$ cat config.mk
export PLATFORM = sky130hd
export DESIGN_NAME = round_robin_thread_state_scheduler_top_flat
export DESIGN_NICKNAME = d
export VERILOG_FILES = /design/src/design/rrts_pkg.sv /design/src/design/rrts_req_if.sv /design/src/design/rrts_rsp_if.sv /design/src/design/round_robin_thread_state_scheduler_top.sv /design/src/design/rrts_ctrl.sv /design/src/design/rrts_datapath.sv /design/src/flat_wrapper.sv
export SDC_FILE = /design/constraint.sdc
export NUM_CORES = 1
export LEC_CHECK = 0
export BUFFER_PORTS_ARGS = -buffer_cell sky130_fd_sc_hd__buf_2
export CAP_MARGIN = 25
export CORE_AREA = 4 4 267 269
export DETAILED_ROUTE_END_ITERATION = 6
export DIE_AREA = 0 0 271 273
export PLACE_DENSITY = 0.68
export SYNTH_ARGS = -nofsm -noshare
export SYNTH_HDL_FRONTEND = slang
export SYNTH_SLANG_ARGS = --single-unit
$ cat constraint.sdc
create_clock -name clk -period 6.4 [get_ports clk]
set_input_delay 1.6 -clock clk [delete_from_list [all_inputs] [get_ports clk]]
set_output_delay 1.6 -clock clk [all_outputs]
set_load 0.03 [all_outputs]
$ cat src/design/rrts_pkg.sv
// rrts_pkg: types, codes and default sizes of the round-robin thread scheduler
// no dependencies; used by rrts_ctrl, rrts_datapath and the top module
package rrts_pkg;

    localparam int SLOT_COUNT_DEF  = 16;
    localparam int QUEUE_COUNT_DEF = 8;
    localparam int QUEUE_DEPTH_DEF = 16;

    typedef enum logic [2:0] {
        CMD_CREATE, CMD_YIELD_ANY, CMD_YIELD_TO, CMD_EXIT,
        CMD_KILL, CMD_SLEEP, CMD_WAKE_ONE, CMD_WAKE_ALL
    } cmd_t;

    typedef enum logic [2:0] {
        ST_EMPTY, ST_RUNNING, ST_READY, ST_SLEEPING, ST_KILLED
    } status_t;

    typedef enum logic [2:0] {
        RC_OK, RC_INVALID, RC_NONE, RC_NOSLOT, RC_FULL
    } rc_t;

    typedef enum logic [2:0] {
        S_IDLE, S_DISPATCH, S_SCAN, S_WTEST, S_WDATA, S_WEND, S_OUT
    } state_t;

    typedef enum logic [3:0] {
        OP_NONE, OP_LOAD, OP_STEP, OP_FOUND, OP_NOTFOUND, OP_TARGET,
        OP_INVALID, OP_POP, OP_WAKE, OP_WAKE_END
    } op_t;

    typedef enum logic [1:0] {
        RS_SCAN, RS_TGT, RS_MEM
    } rsel_t;

    typedef struct packed {
        op_t   op;
        rsel_t rsel;
        logic  out_load;
    } ctrl_t;

    typedef struct packed {
        cmd_t cmd;
        logic qs_ok;
        logic scan_hit;
        logic scan_last;
        logic q_empty;
        logic wake_hit;
    } stat_t;

endpackage

$ cat src/design/rrts_req_if.sv
// rrts_req_if: request channel of the scheduler (command, target, queue)
// depends on nothing
interface rrts_req_if;
    logic       valid;
    logic       ready;
    logic [2:0] command;
    logic [7:0] target_slot;
    logic [2:0] queue_select;

    modport source (output valid, command, target_slot, queue_select, input ready);
    modport sink (input valid, command, target_slot, queue_select, output ready);
endinterface

$ cat src/design/rrts_rsp_if.sv
// rrts_rsp_if: result channel of the scheduler
// depends on nothing
interface rrts_rsp_if;
    logic       valid;
    logic       ready;
    logic [2:0] result_code;
    logic [3:0] result_slot;
    logic [4:0] woken_count;
    logic [3:0] running_slot;

    modport source (output valid, result_code, result_slot, woken_count, running_slot,
                    input ready);
    modport sink (input valid, result_code, result_slot, woken_count, running_slot,
                  output ready);
endinterface

$ cat src/design/round_robin_thread_state_scheduler_top.sv
// round_robin_thread_state_scheduler_top: round-robin thread scheduler
// depends on rrts_pkg, rrts_req_if, rrts_rsp_if, rrts_ctrl, rrts_datapath
//
//   channel  dir  fields
//   req      in   command, target_slot, queue_select
//   rsp      out  result_code, result_slot, woken_count, running_slot
//
// one request at a time: accept, dispatch, then the command's own work, then the
// result moves into the output register
// create/yield_any/exit/sleep: scan of up to SLOT_COUNT slots, one slot per cycle
// wake: a pop state and a wake state per popped queue entry, then an end state
// yield_to, kill and sleep/wake with an invalid queue: dispatch, then output
// rsp stall holds the result; req is taken again once it has moved out
module round_robin_thread_state_scheduler_top #(
    parameter int SLOT_COUNT  = rrts_pkg::SLOT_COUNT_DEF,
    parameter int QUEUE_COUNT = rrts_pkg::QUEUE_COUNT_DEF,
    parameter int QUEUE_DEPTH = rrts_pkg::QUEUE_DEPTH_DEF
) (
    input logic        clk,
    input logic        rst_n,
    rrts_req_if.sink   req,
    rrts_rsp_if.source rsp
);

    rrts_pkg::ctrl_t ctrl;
    rrts_pkg::stat_t stat;

    rrts_ctrl u_ctrl (
        .clk       (clk),
        .rst_n     (rst_n),
        .in_valid  (req.valid),
        .in_ready  (req.ready),
        .out_valid (rsp.valid),
        .out_ready (rsp.ready),
        .stat      (stat),
        .ctrl      (ctrl)
    );

    rrts_datapath #(
        .SLOT_COUNT  (SLOT_COUNT),
        .QUEUE_COUNT (QUEUE_COUNT),
        .QUEUE_DEPTH (QUEUE_DEPTH)
    ) u_datapath (
        .clk          (clk),
        .rst_n        (rst_n),
        .command      (req.command),
        .target_slot  (req.target_slot),
        .queue_select (req.queue_select),
        .ctrl         (ctrl),
        .stat         (stat),
        .result_code  (rsp.result_code),
        .result_slot  (rsp.result_slot),
        .woken_count  (rsp.woken_count),
        .running_slot (rsp.running_slot)
    );

endmodule

$ cat src/design/rrts_ctrl.sv
// rrts_ctrl: command sequencer of the scheduler
// depends on rrts_pkg
module rrts_ctrl (
    input  logic            clk,
    input  logic            rst_n,
    input  logic            in_valid,
    output logic            in_ready,
    output logic            out_valid,
    input  logic            out_ready,
    input  rrts_pkg::stat_t stat,
    output rrts_pkg::ctrl_t ctrl
);

    rrts_pkg::state_t state_reg, state_next;
    logic             out_valid_reg, out_valid_next;

    always_ff @(posedge clk or negedge rst_n)
    begin
        if (!rst_n)
        begin
            state_reg     <= rrts_pkg::S_IDLE;
            out_valid_reg <= 1'b0;
        end
        else
        begin
            state_reg     <= state_next;
            out_valid_reg <= out_valid_next;
        end
    end

    always_comb
    begin
        state_next = state_reg;
        unique case (state_reg)
            rrts_pkg::S_IDLE:
            begin
                if (in_valid)
                    state_next = rrts_pkg::S_DISPATCH;
            end
            rrts_pkg::S_DISPATCH:
            begin
                unique case (stat.cmd)
                    rrts_pkg::CMD_CREATE, rrts_pkg::CMD_YIELD_ANY, rrts_pkg::CMD_EXIT:
                        state_next = rrts_pkg::S_SCAN;
                    rrts_pkg::CMD_SLEEP:
                        state_next = stat.qs_ok ? rrts_pkg::S_SCAN : rrts_pkg::S_OUT;
                    rrts_pkg::CMD_YIELD_TO, rrts_pkg::CMD_KILL:
                        state_next = rrts_pkg::S_OUT;
                    rrts_pkg::CMD_WAKE_ONE, rrts_pkg::CMD_WAKE_ALL:
                        state_next = stat.qs_ok ? rrts_pkg::S_WTEST : rrts_pkg::S_OUT;
                    default:
                        state_next = rrts_pkg::S_OUT;
                endcase
            end
            rrts_pkg::S_SCAN:
            begin
                if (stat.scan_hit || stat.scan_last)
                    state_next = rrts_pkg::S_OUT;
            end
            rrts_pkg::S_WTEST:
            begin
                state_next = stat.q_empty ? rrts_pkg::S_WEND : rrts_pkg::S_WDATA;
            end
            rrts_pkg::S_WDATA:
            begin
                if (stat.wake_hit && stat.cmd == rrts_pkg::CMD_WAKE_ONE)
                    state_next = rrts_pkg::S_WEND;
                else
                    state_next = rrts_pkg::S_WTEST;
            end
            rrts_pkg::S_WEND:
                state_next = rrts_pkg::S_OUT;
            rrts_pkg::S_OUT:
            begin
                if (!out_valid_reg || out_ready)
                    state_next = rrts_pkg::S_IDLE;
            end
            default:
                state_next = rrts_pkg::S_IDLE;
        endcase
    end

    always_comb
    begin
        ctrl.op       = rrts_pkg::OP_NONE;
        ctrl.rsel     = rrts_pkg::RS_SCAN;
        ctrl.out_load = 1'b0;
        in_ready      = 1'b0;
        unique case (state_reg)
            rrts_pkg::S_IDLE:
            begin
                in_ready = 1'b1;
                if (in_valid)
                    ctrl.op = rrts_pkg::OP_LOAD;
            end
            rrts_pkg::S_DISPATCH:
            begin
                ctrl.rsel = rrts_pkg::RS_TGT;
                unique case (stat.cmd)
                    rrts_pkg::CMD_YIELD_TO, rrts_pkg::CMD_KILL:
                        ctrl.op = rrts_pkg::OP_TARGET;
                    rrts_pkg::CMD_SLEEP, rrts_pkg::CMD_WAKE_ONE, rrts_pkg::CMD_WAKE_ALL:
                        ctrl.op = stat.qs_ok ? rrts_pkg::OP_NONE : rrts_pkg::OP_INVALID;
                    default:
                        ctrl.op = rrts_pkg::OP_NONE;
                endcase
            end
            rrts_pkg::S_SCAN:
            begin
                if (stat.scan_hit)
                    ctrl.op = rrts_pkg::OP_FOUND;
                else if (stat.scan_last)
                    ctrl.op = rrts_pkg::OP_NOTFOUND;
                else
                    ctrl.op = rrts_pkg::OP_STEP;
            end
            rrts_pkg::S_WTEST:
            begin
                if (!stat.q_empty)
                    ctrl.op = rrts_pkg::OP_POP;
            end
            rrts_pkg::S_WDATA:
            begin
                ctrl.rsel = rrts_pkg::RS_MEM;
                ctrl.op   = rrts_pkg::OP_WAKE;
            end
            rrts_pkg::S_WEND:
                ctrl.op = rrts_pkg::OP_WAKE_END;
            rrts_pkg::S_OUT:
                ctrl.out_load = !out_valid_reg || out_ready;
            default:
                ctrl.op = rrts_pkg::OP_NONE;
        endcase
    end

    always_comb
    begin
        if (ctrl.out_load)
            out_valid_next = 1'b1;
        else if (out_ready)
            out_valid_next = 1'b0;
        else
            out_valid_next = out_valid_reg;
    end

    assign out_valid = out_valid_reg;

endmodule

$ cat src/design/rrts_datapath.sv
// rrts_datapath: slot status table, running slot, wait queues and result registers
// depends on rrts_pkg
module rrts_datapath #(
    parameter int SLOT_COUNT  = rrts_pkg::SLOT_COUNT_DEF,
    parameter int QUEUE_COUNT = rrts_pkg::QUEUE_COUNT_DEF,
    parameter int QUEUE_DEPTH = rrts_pkg::QUEUE_DEPTH_DEF
) (
    input  logic            clk,
    input  logic            rst_n,
    input  logic [2:0]      command,
    input  logic [7:0]      target_slot,
    input  logic [2:0]      queue_select,
    input  rrts_pkg::ctrl_t ctrl,
    output rrts_pkg::stat_t stat,
    output logic [2:0]      result_code,
    output logic [3:0]      result_slot,
    output logic [4:0]      woken_count,
    output logic [3:0]      running_slot
);

    localparam int SW = $clog2(SLOT_COUNT);
    localparam int QW = (QUEUE_COUNT > 1) ? $clog2(QUEUE_COUNT) : 1;
    localparam int HW = $clog2(QUEUE_DEPTH);
    localparam int FW = $clog2(QUEUE_DEPTH + 1);
    localparam int AW = (QUEUE_COUNT * QUEUE_DEPTH > 1) ? $clog2(QUEUE_COUNT * QUEUE_DEPTH) : 1;
    localparam int MD = QUEUE_COUNT * QUEUE_DEPTH;

    rrts_pkg::status_t status_reg [SLOT_COUNT];
    logic [SW-1:0]     cur_reg;
    logic [HW-1:0]     head_reg [QUEUE_COUNT];
    logic [HW-1:0]     tail_reg [QUEUE_COUNT];
    logic [FW-1:0]     fill_reg [QUEUE_COUNT];
    logic [SW-1:0]     mem [MD];
    logic [SW-1:0]     mem_q_reg;

    rrts_pkg::cmd_t    cmd_reg;
    logic [7:0]        tgt_reg;
    logic [2:0]        qs_reg;
    logic [SW-1:0]     n_reg;
    logic [FW-1:0]     woken_reg;
    rrts_pkg::rc_t     res_code_reg;
    logic [SW-1:0]     res_slot_reg;

    logic [2:0]        out_code_reg;
    logic [3:0]        out_slot_reg;
    logic [4:0]        out_woken_reg;
    logic [3:0]        out_run_reg;

    logic [SW:0]       scan_sum;
    logic [SW-1:0]     scan_idx;
    logic [SW-1:0]     rd_idx;
    rrts_pkg::status_t st_rd;
    logic [QW-1:0]     qidx;
    logic [AW-1:0]     head_addr;
    logic [AW-1:0]     tail_addr;
    logic              tgt_ok;
    logic              tgt_is_cur;
    logic              q_full;
    logic              mem_we;

    assign qidx     = QW'(qs_reg);
    assign scan_sum = (SW+1)'(cur_reg) + (SW+1)'(n_reg) + (SW+1)'(1);

    always_comb
    begin
        if (cmd_reg == rrts_pkg::CMD_CREATE)
            scan_idx = n_reg;
        else if (int'(scan_sum) >= SLOT_COUNT)
            scan_idx = SW'(int'(scan_sum) - SLOT_COUNT);
        else
            scan_idx = SW'(scan_sum);
    end

    always_comb
    begin
        unique case (ctrl.rsel)
            rrts_pkg::RS_TGT: rd_idx = SW'(tgt_reg);
            rrts_pkg::RS_MEM: rd_idx = mem_q_reg;
            default:          rd_idx = scan_idx;
        endcase
    end

    assign st_rd      = (int'(rd_idx) < SLOT_COUNT) ? status_reg[rd_idx] : rrts_pkg::ST_EMPTY;
    assign tgt_ok     = int'(tgt_reg) < SLOT_COUNT;
    assign tgt_is_cur = tgt_reg == 8'(cur_reg);
    assign q_full     = fill_reg[qidx] == FW'(QUEUE_DEPTH);
    assign head_addr  = AW'(int'(qidx) * QUEUE_DEPTH + int'(head_reg[qidx]));
    assign tail_addr  = AW'(int'(qidx) * QUEUE_DEPTH + int'(tail_reg[qidx]));
    assign mem_we     = ctrl.op == rrts_pkg::OP_FOUND && cmd_reg == rrts_pkg::CMD_SLEEP
                        && !q_full;

    always_comb
    begin
        stat.cmd       = cmd_reg;
        stat.qs_ok     = int'(qs_reg) < QUEUE_COUNT;
        stat.scan_hit  = (cmd_reg == rrts_pkg::CMD_CREATE) ? (st_rd == rrts_pkg::ST_EMPTY)
                                                           : (st_rd == rrts_pkg::ST_READY);
        stat.scan_last = int'(n_reg) == SLOT_COUNT - 1;
        stat.q_empty   = fill_reg[qidx] == '0;
        stat.wake_hit  = st_rd == rrts_pkg::ST_SLEEPING;
    end

    // queue entry store
    always_ff @(posedge clk)
    begin
        if (mem_we)
            mem[tail_addr] <= cur_reg;
        if (ctrl.op == rrts_pkg::OP_POP)
            mem_q_reg <= mem[head_addr];
    end

    always_ff @(posedge clk or negedge rst_n)
    begin
        if (!rst_n)
        begin
            for (int i = 0; i < SLOT_COUNT; i++)
                status_reg[i] <= (i == 0) ? rrts_pkg::ST_RUNNING : rrts_pkg::ST_EMPTY;
            for (int q = 0; q < QUEUE_COUNT; q++)
            begin
                head_reg[q] <= '0;
                tail_reg[q] <= '0;
                fill_reg[q] <= '0;
            end
            cur_reg <= '0;
        end
        else
        begin
            unique case (ctrl.op)
                rrts_pkg::OP_FOUND:
                begin
                    unique case (cmd_reg)
                        rrts_pkg::CMD_CREATE:
                            status_reg[scan_idx] <= rrts_pkg::ST_READY;
                        rrts_pkg::CMD_YIELD_ANY:
                        begin
                            for (int i = 0; i < SLOT_COUNT; i++)
                                if (status_reg[i] == rrts_pkg::ST_KILLED)
                                    status_reg[i] <= rrts_pkg::ST_EMPTY;
                            status_reg[cur_reg]  <= rrts_pkg::ST_READY;
                            status_reg[scan_idx] <= rrts_pkg::ST_RUNNING;
                            cur_reg              <= scan_idx;
                        end
                        rrts_pkg::CMD_EXIT:
                        begin
                            status_reg[cur_reg]  <= rrts_pkg::ST_KILLED;
                            status_reg[scan_idx] <= rrts_pkg::ST_RUNNING;
                            cur_reg              <= scan_idx;
                        end
                        rrts_pkg::CMD_SLEEP:
                        begin
                            if (!q_full)
                            begin
                                tail_reg[qidx] <= (int'(tail_reg[qidx]) == QUEUE_DEPTH - 1)
                                                  ? '0 : tail_reg[qidx] + HW'(1);
                                fill_reg[qidx]       <= fill_reg[qidx] + FW'(1);
                                status_reg[cur_reg]  <= rrts_pkg::ST_SLEEPING;
                                status_reg[scan_idx] <= rrts_pkg::ST_RUNNING;
                                cur_reg              <= scan_idx;
                            end
                        end
                        default:
                            cur_reg <= cur_reg;
                    endcase
                end
                rrts_pkg::OP_TARGET:
                begin
                    if (cmd_reg == rrts_pkg::CMD_YIELD_TO)
                    begin
                        if (!tgt_is_cur && tgt_ok && st_rd == rrts_pkg::ST_READY)
                        begin
                            for (int i = 0; i < SLOT_COUNT; i++)
                                if (status_reg[i] == rrts_pkg::ST_KILLED)
                                    status_reg[i] <= rrts_pkg::ST_EMPTY;
                            status_reg[cur_reg] <= rrts_pkg::ST_READY;
                            status_reg[rd_idx]  <= rrts_pkg::ST_RUNNING;
                            cur_reg             <= rd_idx;
                        end
                    end
                    else if (tgt_ok && st_rd != rrts_pkg::ST_EMPTY && !tgt_is_cur)
                        status_reg[rd_idx] <= rrts_pkg::ST_EMPTY;
                end
                rrts_pkg::OP_POP:
                begin
                    head_reg[qidx] <= (int'(head_reg[qidx]) == QUEUE_DEPTH - 1)
                                      ? '0 : head_reg[qidx] + HW'(1);
                    fill_reg[qidx] <= fill_reg[qidx] - FW'(1);
                end
                rrts_pkg::OP_WAKE:
                begin
                    if (st_rd == rrts_pkg::ST_SLEEPING)
                        status_reg[rd_idx] <= rrts_pkg::ST_READY;
                end
                default:
                    cur_reg <= cur_reg;
            endcase
        end
    end

    // per-request registers and staged result
    always_ff @(posedge clk)
    begin
        unique case (ctrl.op)
            rrts_pkg::OP_LOAD:
            begin
                cmd_reg      <= rrts_pkg::cmd_t'(command);
                tgt_reg      <= target_slot;
                qs_reg       <= queue_select;
                n_reg        <= '0;
                woken_reg    <= '0;
                res_code_reg <= rrts_pkg::RC_OK;
                res_slot_reg <= '0;
            end
            rrts_pkg::OP_STEP:
                n_reg <= n_reg + SW'(1);
            rrts_pkg::OP_FOUND:
            begin
                if (cmd_reg == rrts_pkg::CMD_SLEEP && q_full)
                    res_code_reg <= rrts_pkg::RC_FULL;
                else
                    res_slot_reg <= scan_idx;
            end
            rrts_pkg::OP_NOTFOUND:
                res_code_reg <= (cmd_reg == rrts_pkg::CMD_CREATE) ? rrts_pkg::RC_NOSLOT
                                                                  : rrts_pkg::RC_NONE;
            rrts_pkg::OP_TARGET:
            begin
                if (cmd_reg == rrts_pkg::CMD_YIELD_TO)
                begin
                    if (tgt_is_cur)
                        res_slot_reg <= cur_reg;
                    else if (!tgt_ok || st_rd != rrts_pkg::ST_READY)
                        res_code_reg <= rrts_pkg::RC_INVALID;
                    else
                        res_slot_reg <= rd_idx;
                end
                else if (!tgt_ok || st_rd == rrts_pkg::ST_EMPTY || tgt_is_cur)
                    res_code_reg <= rrts_pkg::RC_INVALID;
                else
                    res_slot_reg <= rd_idx;
            end
            rrts_pkg::OP_INVALID:
                res_code_reg <= rrts_pkg::RC_INVALID;
            rrts_pkg::OP_WAKE:
            begin
                if (st_rd == rrts_pkg::ST_SLEEPING)
                    woken_reg <= woken_reg + FW'(1);
            end
            rrts_pkg::OP_WAKE_END:
                res_code_reg <= (woken_reg == '0) ? rrts_pkg::RC_NONE : rrts_pkg::RC_OK;
            default:
                n_reg <= n_reg;
        endcase
    end

    always_ff @(posedge clk)
    begin
        if (ctrl.out_load)
        begin
            out_code_reg  <= res_code_reg;
            out_slot_reg  <= 4'(res_slot_reg);
            out_woken_reg <= 5'(woken_reg);
            out_run_reg   <= 4'(cur_reg);
        end
    end

    assign result_code  = out_code_reg;
    assign result_slot  = out_slot_reg;
    assign woken_count  = out_woken_reg;
    assign running_slot = out_run_reg;

endmodule
$ cat src/flat_wrapper.sv
// flat-port wrapper written by rule: the top's interface ports become plain ports
module round_robin_thread_state_scheduler_top_flat 
#(
    parameter int SLOT_COUNT  = rrts_pkg::SLOT_COUNT_DEF,
    parameter int QUEUE_COUNT = rrts_pkg::QUEUE_COUNT_DEF,
    parameter int QUEUE_DEPTH = rrts_pkg::QUEUE_DEPTH_DEF
)
  (clk, rst_n, req_valid, req_command, req_target_slot, req_queue_select, req_ready, rsp_valid, rsp_result_code, rsp_result_slot, rsp_woken_count, rsp_running_slot, rsp_ready);
  rrts_req_if req_i ();
  rrts_rsp_if rsp_i ();
  input logic clk;
  input logic rst_n;
  input wire logic [$bits(req_i.valid)-1:0] req_valid;
  input wire logic [$bits(req_i.command)-1:0] req_command;
  input wire logic [$bits(req_i.target_slot)-1:0] req_target_slot;
  input wire logic [$bits(req_i.queue_select)-1:0] req_queue_select;
  output wire logic [$bits(req_i.ready)-1:0] req_ready;
  output wire logic [$bits(rsp_i.valid)-1:0] rsp_valid;
  output wire logic [$bits(rsp_i.result_code)-1:0] rsp_result_code;
  output wire logic [$bits(rsp_i.result_slot)-1:0] rsp_result_slot;
  output wire logic [$bits(rsp_i.woken_count)-1:0] rsp_woken_count;
  output wire logic [$bits(rsp_i.running_slot)-1:0] rsp_running_slot;
  input wire logic [$bits(rsp_i.ready)-1:0] rsp_ready;
  assign req_i.valid = req_valid;
  assign req_i.command = req_command;
  assign req_i.target_slot = req_target_slot;
  assign req_i.queue_select = req_queue_select;
  assign req_ready = req_i.ready;
  assign rsp_valid = rsp_i.valid;
  assign rsp_result_code = rsp_i.result_code;
  assign rsp_result_slot = rsp_i.result_slot;
  assign rsp_woken_count = rsp_i.woken_count;
  assign rsp_running_slot = rsp_i.running_slot;
  assign rsp_i.ready = rsp_ready;
  round_robin_thread_state_scheduler_top #(.SLOT_COUNT(SLOT_COUNT), .QUEUE_COUNT(QUEUE_COUNT), .QUEUE_DEPTH(QUEUE_DEPTH)) u_core (.clk(clk), .rst_n(rst_n), .req(req_i), .rsp(rsp_i));
endmodule
Word-level counts from Yosys, hierarchy flattened:

Memories as Yosys holds them, arrays and structs flattened. A register that Yosys moved wholly into a read port is not among the register bits.
Cells that the tools add are included.

* bitwise operators: 34
* reduce and logical (&&, ||, !) cells: 47
* muxes and demuxes: 180
* $add $sub $neg: 11
* order comparisons: 10
* equality and inequality tests: 68

Operators by type and width (count)
* 3-bit 2-to-1 mux: 114
* 32-bit bitwise AND: 9
* 48-bit 2-to-1 mux: 5
* 32-bit NOT: 6
* 48-bit case mux with 4 select lines: 1
* 16-bit bitwise OR: 9
* 48-bit case mux with 3 select lines: 1
* 40-bit bitwise mux: 2
* 40-bit 2-to-1 mux: 2
* 40-bit case mux with 2 select lines: 1
* 3-bit equality test, second input constant: 23
* 4-bit 2-to-1 mux: 17
* 32-bit bitwise mux: 2
* 48-bit bitwise AND: 1
* 48-bit NOT: 1
* 3-bit demux with 4-bit select: 3
* 32-bit bitwise OR: 1
* 4-bit case mux with 2 select lines: 4
* 4-bit binary-select mux with 3-bit select: 2
* 4-bit case mux with 6 select lines: 1
* 3-bit case mux with 7 select lines: 1
* 5-bit >= comparator, second input constant: 4
* 5-bit 2-to-1 mux: 4
* 3-bit by 2-bit equality test with 1-bit output, second input constant: 6
* other kinds (56): 130

* memory bits (writable): 512
* input bits: 18
* output and inout bits: 18
* register bits: 206
* memories: 1
* word-level logic and storage cells: 405

Memory list
* u_core.u_datapath.mem: depth 128, width 4, read ports 1, clocked after memory_dff 1, write ports 1, line rrts_datapath.sv:33 `logic [SW-1:0] mem [MD];`

Logic depth before layout (Yosys ltp):

* depth in word-level cells: 21
* depth in mapped cells: 19
* depth with buffers taken out: 15

Modules after synthesis:

From an unflattened synthesis, not the netlist that was laid out.

* cell total of the unflattened synthesis: 3130
* area, all modules: 33827.4 sq um

By module, submodules not included
* rrts_datapath: times used 1, cells an instance 3076, area each 33417.0 sq um, seq. area each 20781.2 sq um
* rrts_ctrl: times used 1, cells an instance 54, area each 410.4 sq um, seq. area each 100.1 sq um

Worst setup path after synthesis:

OpenSTA, ideal clock, no wires.

* path kind: reg2reg
* from: reg u_core.u_datapath.cur_reg[0]
* to: mem u_core.u_datapath.mem[100][0] (netlist name), enable pin
* setup time: 0.330 ns
* clock period less this slack: 6.158 ns
* required time: 6.070 ns
* arrival time: 5.829 ns
* buffers on the path: 3
* setup slack: 0.242 ns
* stages on the path, launching flop included: 17
* path through: dfrtp_1 inv_1 ha_1 fa_1 o31ai_1 a21boi_0 a21oi_1 a221oi_1 a311oi_1 a211oi_2 nand3_1 clkbuf_1 or4_1 clkbuf_1 or2_1 clkbuf_1 nor2_1

* cells in the longest elaborated chain, start to end: 19
* elaborated cells on any way between the ends: 21
* those cells by class: 3 x add/sub; 1 x order compare; 2 x eq/ne; 11 x mux; 1 x bitwise; 3 x reduce/logical

RTL lines
* start, declared: line rrts_datapath.sv:29 `logic [SW-1:0] cur_reg;`
* start signal, assigned: line rrts_datapath.sv:141 `cur_reg <= scan_idx;`
* start signal, assigned: line rrts_datapath.sv:147 `cur_reg <= scan_idx;`
* start signal, assigned: line rrts_datapath.sv:158 `cur_reg <= scan_idx;`
* 4-bit by 4-bit adder with 5-bit output *: line rrts_datapath.sv:62 `assign scan_sum = (SW+1)'(cur_reg) + (SW+1)'(n_reg) + (SW+1)'(1);`
* 5-bit by 1-bit adder with 5-bit output *: line rrts_datapath.sv:62
* 4-bit by 1-bit subtractor with 4-bit output / 5-bit >= comparator (equally long branches): line rrts_datapath.sv:69, rrts_datapath.sv:68
* 4-bit 2-to-1 mux *: line rrts_datapath.sv:68 `else if (int'(scan_sum) >= SLOT_COUNT)`
* 4-bit 2-to-1 mux *: line rrts_datapath.sv:66 `if (cmd_reg == rrts_pkg::CMD_CREATE)`
* 4-bit case mux with 2 select lines *: line rrts_datapath.sv:76 `unique case (ctrl.rsel)`
* 4-bit NOT with 5-bit output (implied by the code) *: line rrts_datapath.sv:83 `assign st_rd = (int'(rd_idx) < SLOT_COUNT) ? status_reg[rd_idx] : rrts_pkg::ST_EMPTY;`
* 3-bit binary-select mux with 4-bit select *: line rrts_datapath.sv:83
* [3 not listed]
* 1-bit 2-to-1 mux *: line rrts_datapath.sv:96 `stat.scan_hit = (cmd_reg == rrts_pkg::CMD_CREATE) ? (st_rd == rrts_pkg::ST_EMPTY)`
* 3-bit 2-to-1 mux *: line rrts_ctrl.sv:110 `if (stat.scan_hit)`
* 4-bit case mux with 6 select lines *: line rrts_ctrl.sv:89 `unique case (state_reg)`
* 4-bit by 2-bit equality test with 1-bit output *: line rrts_datapath.sv:89 `assign mem_we = ctrl.op == rrts_pkg::OP_FOUND && cmd_reg == rrts_pkg::CMD_SLEEP`
* 1-bit logical AND *: line rrts_datapath.sv:89
* 1-bit logical AND *: line rrts_datapath.sv:90 `&& !q_full;`
* 1-bit 2-to-1 mux *: line rrts_datapath.sv:106 `if (mem_we)`
* 1-bit 2-to-1 mux (implied by the code) *: line rrts_datapath.sv:107 `mem[tail_addr] <= cur_reg;`
* end, declared: line rrts_datapath.sv:33

Every way passes the cells marked *; elsewhere a longest branch is shown, timed or not. The select of a mux whose other input is x is not followed.

Worst setup path in the final report:

* from: reg u_core.u_datapath.n_reg[0]
* to: mem u_core.u_datapath.mem[83][2] (netlist name), enable pin

* cells in the longest elaborated chain, start to end: 19
* elaborated cells on any way between the ends: 23
* those cells by class: 3 x add/sub; 1 x order compare; 3 x eq/ne; 12 x mux; 1 x bitwise; 3 x reduce/logical

RTL lines
* start, declared: line rrts_datapath.sv:39 `logic [SW-1:0] n_reg;`
* start signal, assigned: line rrts_datapath.sv:214 `n_reg <= n_reg + SW'(1);`
* start signal, assigned: line rrts_datapath.sv:251 `n_reg <= n_reg;`
* 4-bit by 4-bit adder with 5-bit output: line rrts_datapath.sv:62
* 5-bit by 1-bit adder with 5-bit output: line rrts_datapath.sv:62
* 4-bit by 1-bit subtractor with 4-bit output / 5-bit >= comparator (equally long branches): line rrts_datapath.sv:69, rrts_datapath.sv:68
* 4-bit 2-to-1 mux: line rrts_datapath.sv:68
* 4-bit 2-to-1 mux: line rrts_datapath.sv:66
* 4-bit case mux with 2 select lines: line rrts_datapath.sv:76
* 4-bit NOT with 5-bit output (implied by the code): line rrts_datapath.sv:83
* 3-bit binary-select mux with 4-bit select: line rrts_datapath.sv:83
* [3 not listed]
* 1-bit 2-to-1 mux: line rrts_datapath.sv:96
* 3-bit 2-to-1 mux *: line rrts_ctrl.sv:110
* 4-bit case mux with 6 select lines *: line rrts_ctrl.sv:89
* 4-bit by 2-bit equality test with 1-bit output *: line rrts_datapath.sv:89
* 1-bit logical AND *: line rrts_datapath.sv:89
* 1-bit logical AND *: line rrts_datapath.sv:90
* 1-bit 2-to-1 mux *: line rrts_datapath.sv:106
* 1-bit 2-to-1 mux (implied by the code) *: line rrts_datapath.sv:107

Marked as above.

==> metrics.md <==
| Metric | Value |
|---|---|
| Run status | finished clean |
| Pwr Density | between 400 and 500 mW/mm2 |
| Initial cell density of the core | 49.9% |
| Min cycle time layout | approximately 5.6 ns |
| Number of antenna diodes | 0 |
| Most common flop cell mapped by yosys | sky130_fd_sc_hd__edfxtp_1 |
| TritonCTS clock tree | built |
| Site Rows | 96 |
| Reg2Reg Capture Point | u_core.u_datapath.mem[83][2] |
| Post-route fraction of the period consumed by the critical path | around 87% |
| Worst-Skew Late Latency | around 0.64 ns |
| Unrepaired setup endpoints after global routing | no |
| Final setup violation count | 0 |
| Post-Route Utilization | roughly 56% |
| Type of the worst min-delay path | reg -> reg |
| Count of cells along the worst hold path | 0 |
| Number of filler instances in the final layout | between 5000 and 6000 |
| Storage element area | 0.0209 mm2 |
| Number of design rule violations left after detail routing | 0 |
| H-tree level count | 3 |
| Die Area | between 0.07 and 0.08 mm2 |
| Clk sink count | approximately 720 |
| IO Port Bufs | 35 |
| Largest driver fanout on the critical path | 14 |
| Static leakage power | 0.0130 uW |
| Hold-fix buffers at CTS | 0 |
| Crit path max-delay family | simple AND/OR/NAND/NOR gates |
| Number of hold-slack violations in the final timing report | 0 |
| Buffers & Inverters on Critical Path | 2 |
| Ratio of cells with drive above 1 in the final layout | between 10% and 20% |
| Maximum buffer depth of the clock tree | 3 |
| Post-route worst hold slack | 0.418 ns |
| Start of the worst register-to-register path | u_core.u_datapath.n_reg[0] |
| Total wire length | around 100000 um |
| Sequential cell area fraction in the yosys report | 61.0% |
| Max-capacitance violation count | 0 |
| Origin of the worst setup path | u_core.u_datapath.n_reg[0] |
| Type of origin of the critical path | flip-flop |
| Total via count in the routed design | between 20000 and 30000 |
| Buffers inserted by post-CTS timing repair | 0 |
| Die height | 273 um |
| Setup TNS | 0 ns |
| Setup Crit Path Kind | reg -> reg |
| Worst Max-Slew Pin Slew | 1.19 ns |
| Maximum clock skew at final layout | ~0.033 ns |
| First-pass GRT wire length | ~150000 um |
| Global route overflow | 0 |
| PnR Total Power | ~18000 uW |
| Endpoint with the worst hold slack | u_core.u_datapath.result_slot[0] |
| Pins over their slew limit | 0 |
| Synth Cell Area | about 0.034 mm2 |
| Post-route ant nets | 0 |
| Largest net degree at the start of global routing | 167 |
| Flip-flop count of the largest register, all copies and words added | 512 |
| Relative area change from synthesis to final layout | 11.2% |
| Worst supply voltage drop on vdd | approximately 0.00035 V |
| Number of storage elements in the synthesis netlist | about 720 |
| Cell with the biggest individual delay on the critical path | sky130_fd_sc_hd__or4_1 |
| First-pass DRT Iterations | 7 |
| Number of nets produced by synthesis | a little over 3000 |
| Vias in the first global route | between 20000 and 30000 |
| Post-synthesis async set-or-reset flop share | 22.2% |
| Area of combinational cells with multiple inputs | 0.0124 mm2 |
| # nets final | between 3000 and 4000 |
| Average via count per standard cell | 6.53 |
| Critical path data arrival time | 5.83 ns |
| Required time at the worst-slack endpoint | approximately 6.7 ns |
| Post-CTS sizing | 0 |
| Die extent in x | roughly 270 um |
| Clock slew at the register clock pins of the worst setup and hold paths | approximately 0.060 ns |
| Average wire per cell in the routed design | 24.3 um |
| Half-perimeter wire length after detailed placement | just over 60000 um |
| Total clock buffers created by CTS | 78 |
| Max incr delay on CP | 0.76 ns |
| Floorplan core area | between 0.06 and 0.07 mm2 |
| Ys Warns | 0 |
| Highest clock frequency the design can meet | between 150 and 200 MHz |
| List of cells traversed by the critical path | inv_1 > ha_1 > fa_1 > o311a_1 > a31oi_2 > o22ai_1 > nor4_1 > mux2i_1 > a211oi_2 > nand3_1 > or4_1 > buf_4 > or3_1 > nor2_1 |
| Slew margin rel. | roughly 20% |
| Initial antenna violation count | 0 |
| Routability congestion estimate from global placement | 0.972 |
| Number of top-level pins | 36 |
| Starting DRT DRC Count | 3485 |
| Gate count after technology mapping | just over 3000 |
| Buffer cell driving the clock tree root | sky130_fd_sc_hd__clkbuf_16 |
| Netlist cell types | 97 |
| Kind of end point of the critical path | flip-flop |
| Register-to-register setup slack | ~0.85 ns |
| Aggregate global-route resource usage | 26.0% |
| Hold Startpoint | u_core.u_datapath.res_slot_reg[0] |
| Number of enable-type register cells in the synthesized netlist | about 560 |
| Post-Synthesis Mean Instance Area | between 10 and 15 um2 |
| Cell depth of the worst flop-to-flop path | 14 |
-- through the flow --
step	instances	cell area, um2	setup slack (ns)
floorplan	3081	34200	0.242
global placement	3892	35400	1.04
detailed placement	3895	35500	0.985
CTS	4040	38100	0.957
global route	4041	38100	0.603
finish	4041	38100	0.846
-- how the worst max path moves through the flow --
stage                                           to  slack, ns  cells after the start
floorplan            u_core.u_datapath.mem[100][0]       0.24                     16
global placement    u_core.u_datapath.mem_q_reg[1]       1.04                     13
detailed placement    u_core.u_datapath.mem[86][3]       0.98                     13
CTS                   u_core.u_datapath.mem[83][2]       0.96                     10
global route        u_core.u_datapath.mem_q_reg[1]       0.60                     14
finish                u_core.u_datapath.mem[83][2]       0.85                     14
-- synth_stat cells, types with 49 or more instances --
master	count	area share [%]
sky130_fd_sc_hd__nand2_1	452	5.0
sky130_fd_sc_hd__dfrtp_1	159	12
sky130_fd_sc_hd__a211oi_1	176	3.9
sky130_fd_sc_hd__a31oi_1	77	1.4
sky130_fd_sc_hd__a21oi_1	147	2.1
sky130_fd_sc_hd__and2_1	115	2.1
sky130_fd_sc_hd__clkbuf_1	198	2.2
sky130_fd_sc_hd__nor3_1	75	1.1
sky130_fd_sc_hd__o21ai_0	147	2.1
sky130_fd_sc_hd__nor2_1	293	3.2
sky130_fd_sc_hd__mux2_2	55	1.8
sky130_fd_sc_hd__a22oi_1	49	1.1
sky130_fd_sc_hd__a311oi_1	57	1.5
sky130_fd_sc_hd__edfxtp_1	562	49
-- per-layer routing --
layer  part of all wire [%]  up-vias  track usage (%)  wire length [um]
met5                      0        -                0                 0
met4                    4.1        0             10.6              4060
met3                     11      320             5.55             10300
met2                     45     1680             40.8             44000
met1                     41    12800             35.4             39800
li1                       -    11600                -                 -
-- area by class of cell --
cell class / instances / share of cell area, %
tap: 931 / 3.06
sequential: 722 / 54.9
inverter: 25 / 0.260
clock inverter: 40 / 1.08
multi-input combinational: 2108 / 32.7
clock buffer: 105 / 5.72
timing repair buffer: 110 / 2.32
-- cells by family after synthesis --
kind of cell,after synthesis,synth area share (%)
xor gates and xnor gates,17,0.435
buffers and inverters,251,2.86
and+or+nand+nor,1111,14.7
DFF,722,61.0
AOI/OAI and AO/OA,873,17.4
adders and majority gates,11,0.424
muxes,96,3.12
-- placed cells by master (no fill, tap or decap), types with 40 or more instances in the layout --
cell type and instances:
sky130_fd_sc_hd__a211oi_1 176, sky130_fd_sc_hd__a21oi_1 147, sky130_fd_sc_hd__a22oi_1 49, sky130_fd_sc_hd__a311oi_1 57
sky130_fd_sc_hd__a31oi_1 77, sky130_fd_sc_hd__and2_1 115, sky130_fd_sc_hd__buf_4 65, sky130_fd_sc_hd__clkbuf_16 80
sky130_fd_sc_hd__dfrtp_1 155, sky130_fd_sc_hd__edfxtp_1 562, sky130_fd_sc_hd__mux2_2 55, sky130_fd_sc_hd__nand2_1 452
sky130_fd_sc_hd__nand3_1 46, sky130_fd_sc_hd__nor2_1 292, sky130_fd_sc_hd__nor3_1 75, sky130_fd_sc_hd__o21ai_0 147
sky130_fd_sc_hd__o31ai_1 40
-- power breakdown --
group / switching [uW] / total [uW] / internal, uW
clock: 1890 / 4540 / 2650
sequential: 369 / 6350 / 5980
combinational: 5250 / 7460 / 2210
No activity file was read; power rests on OpenSTA's default activity.
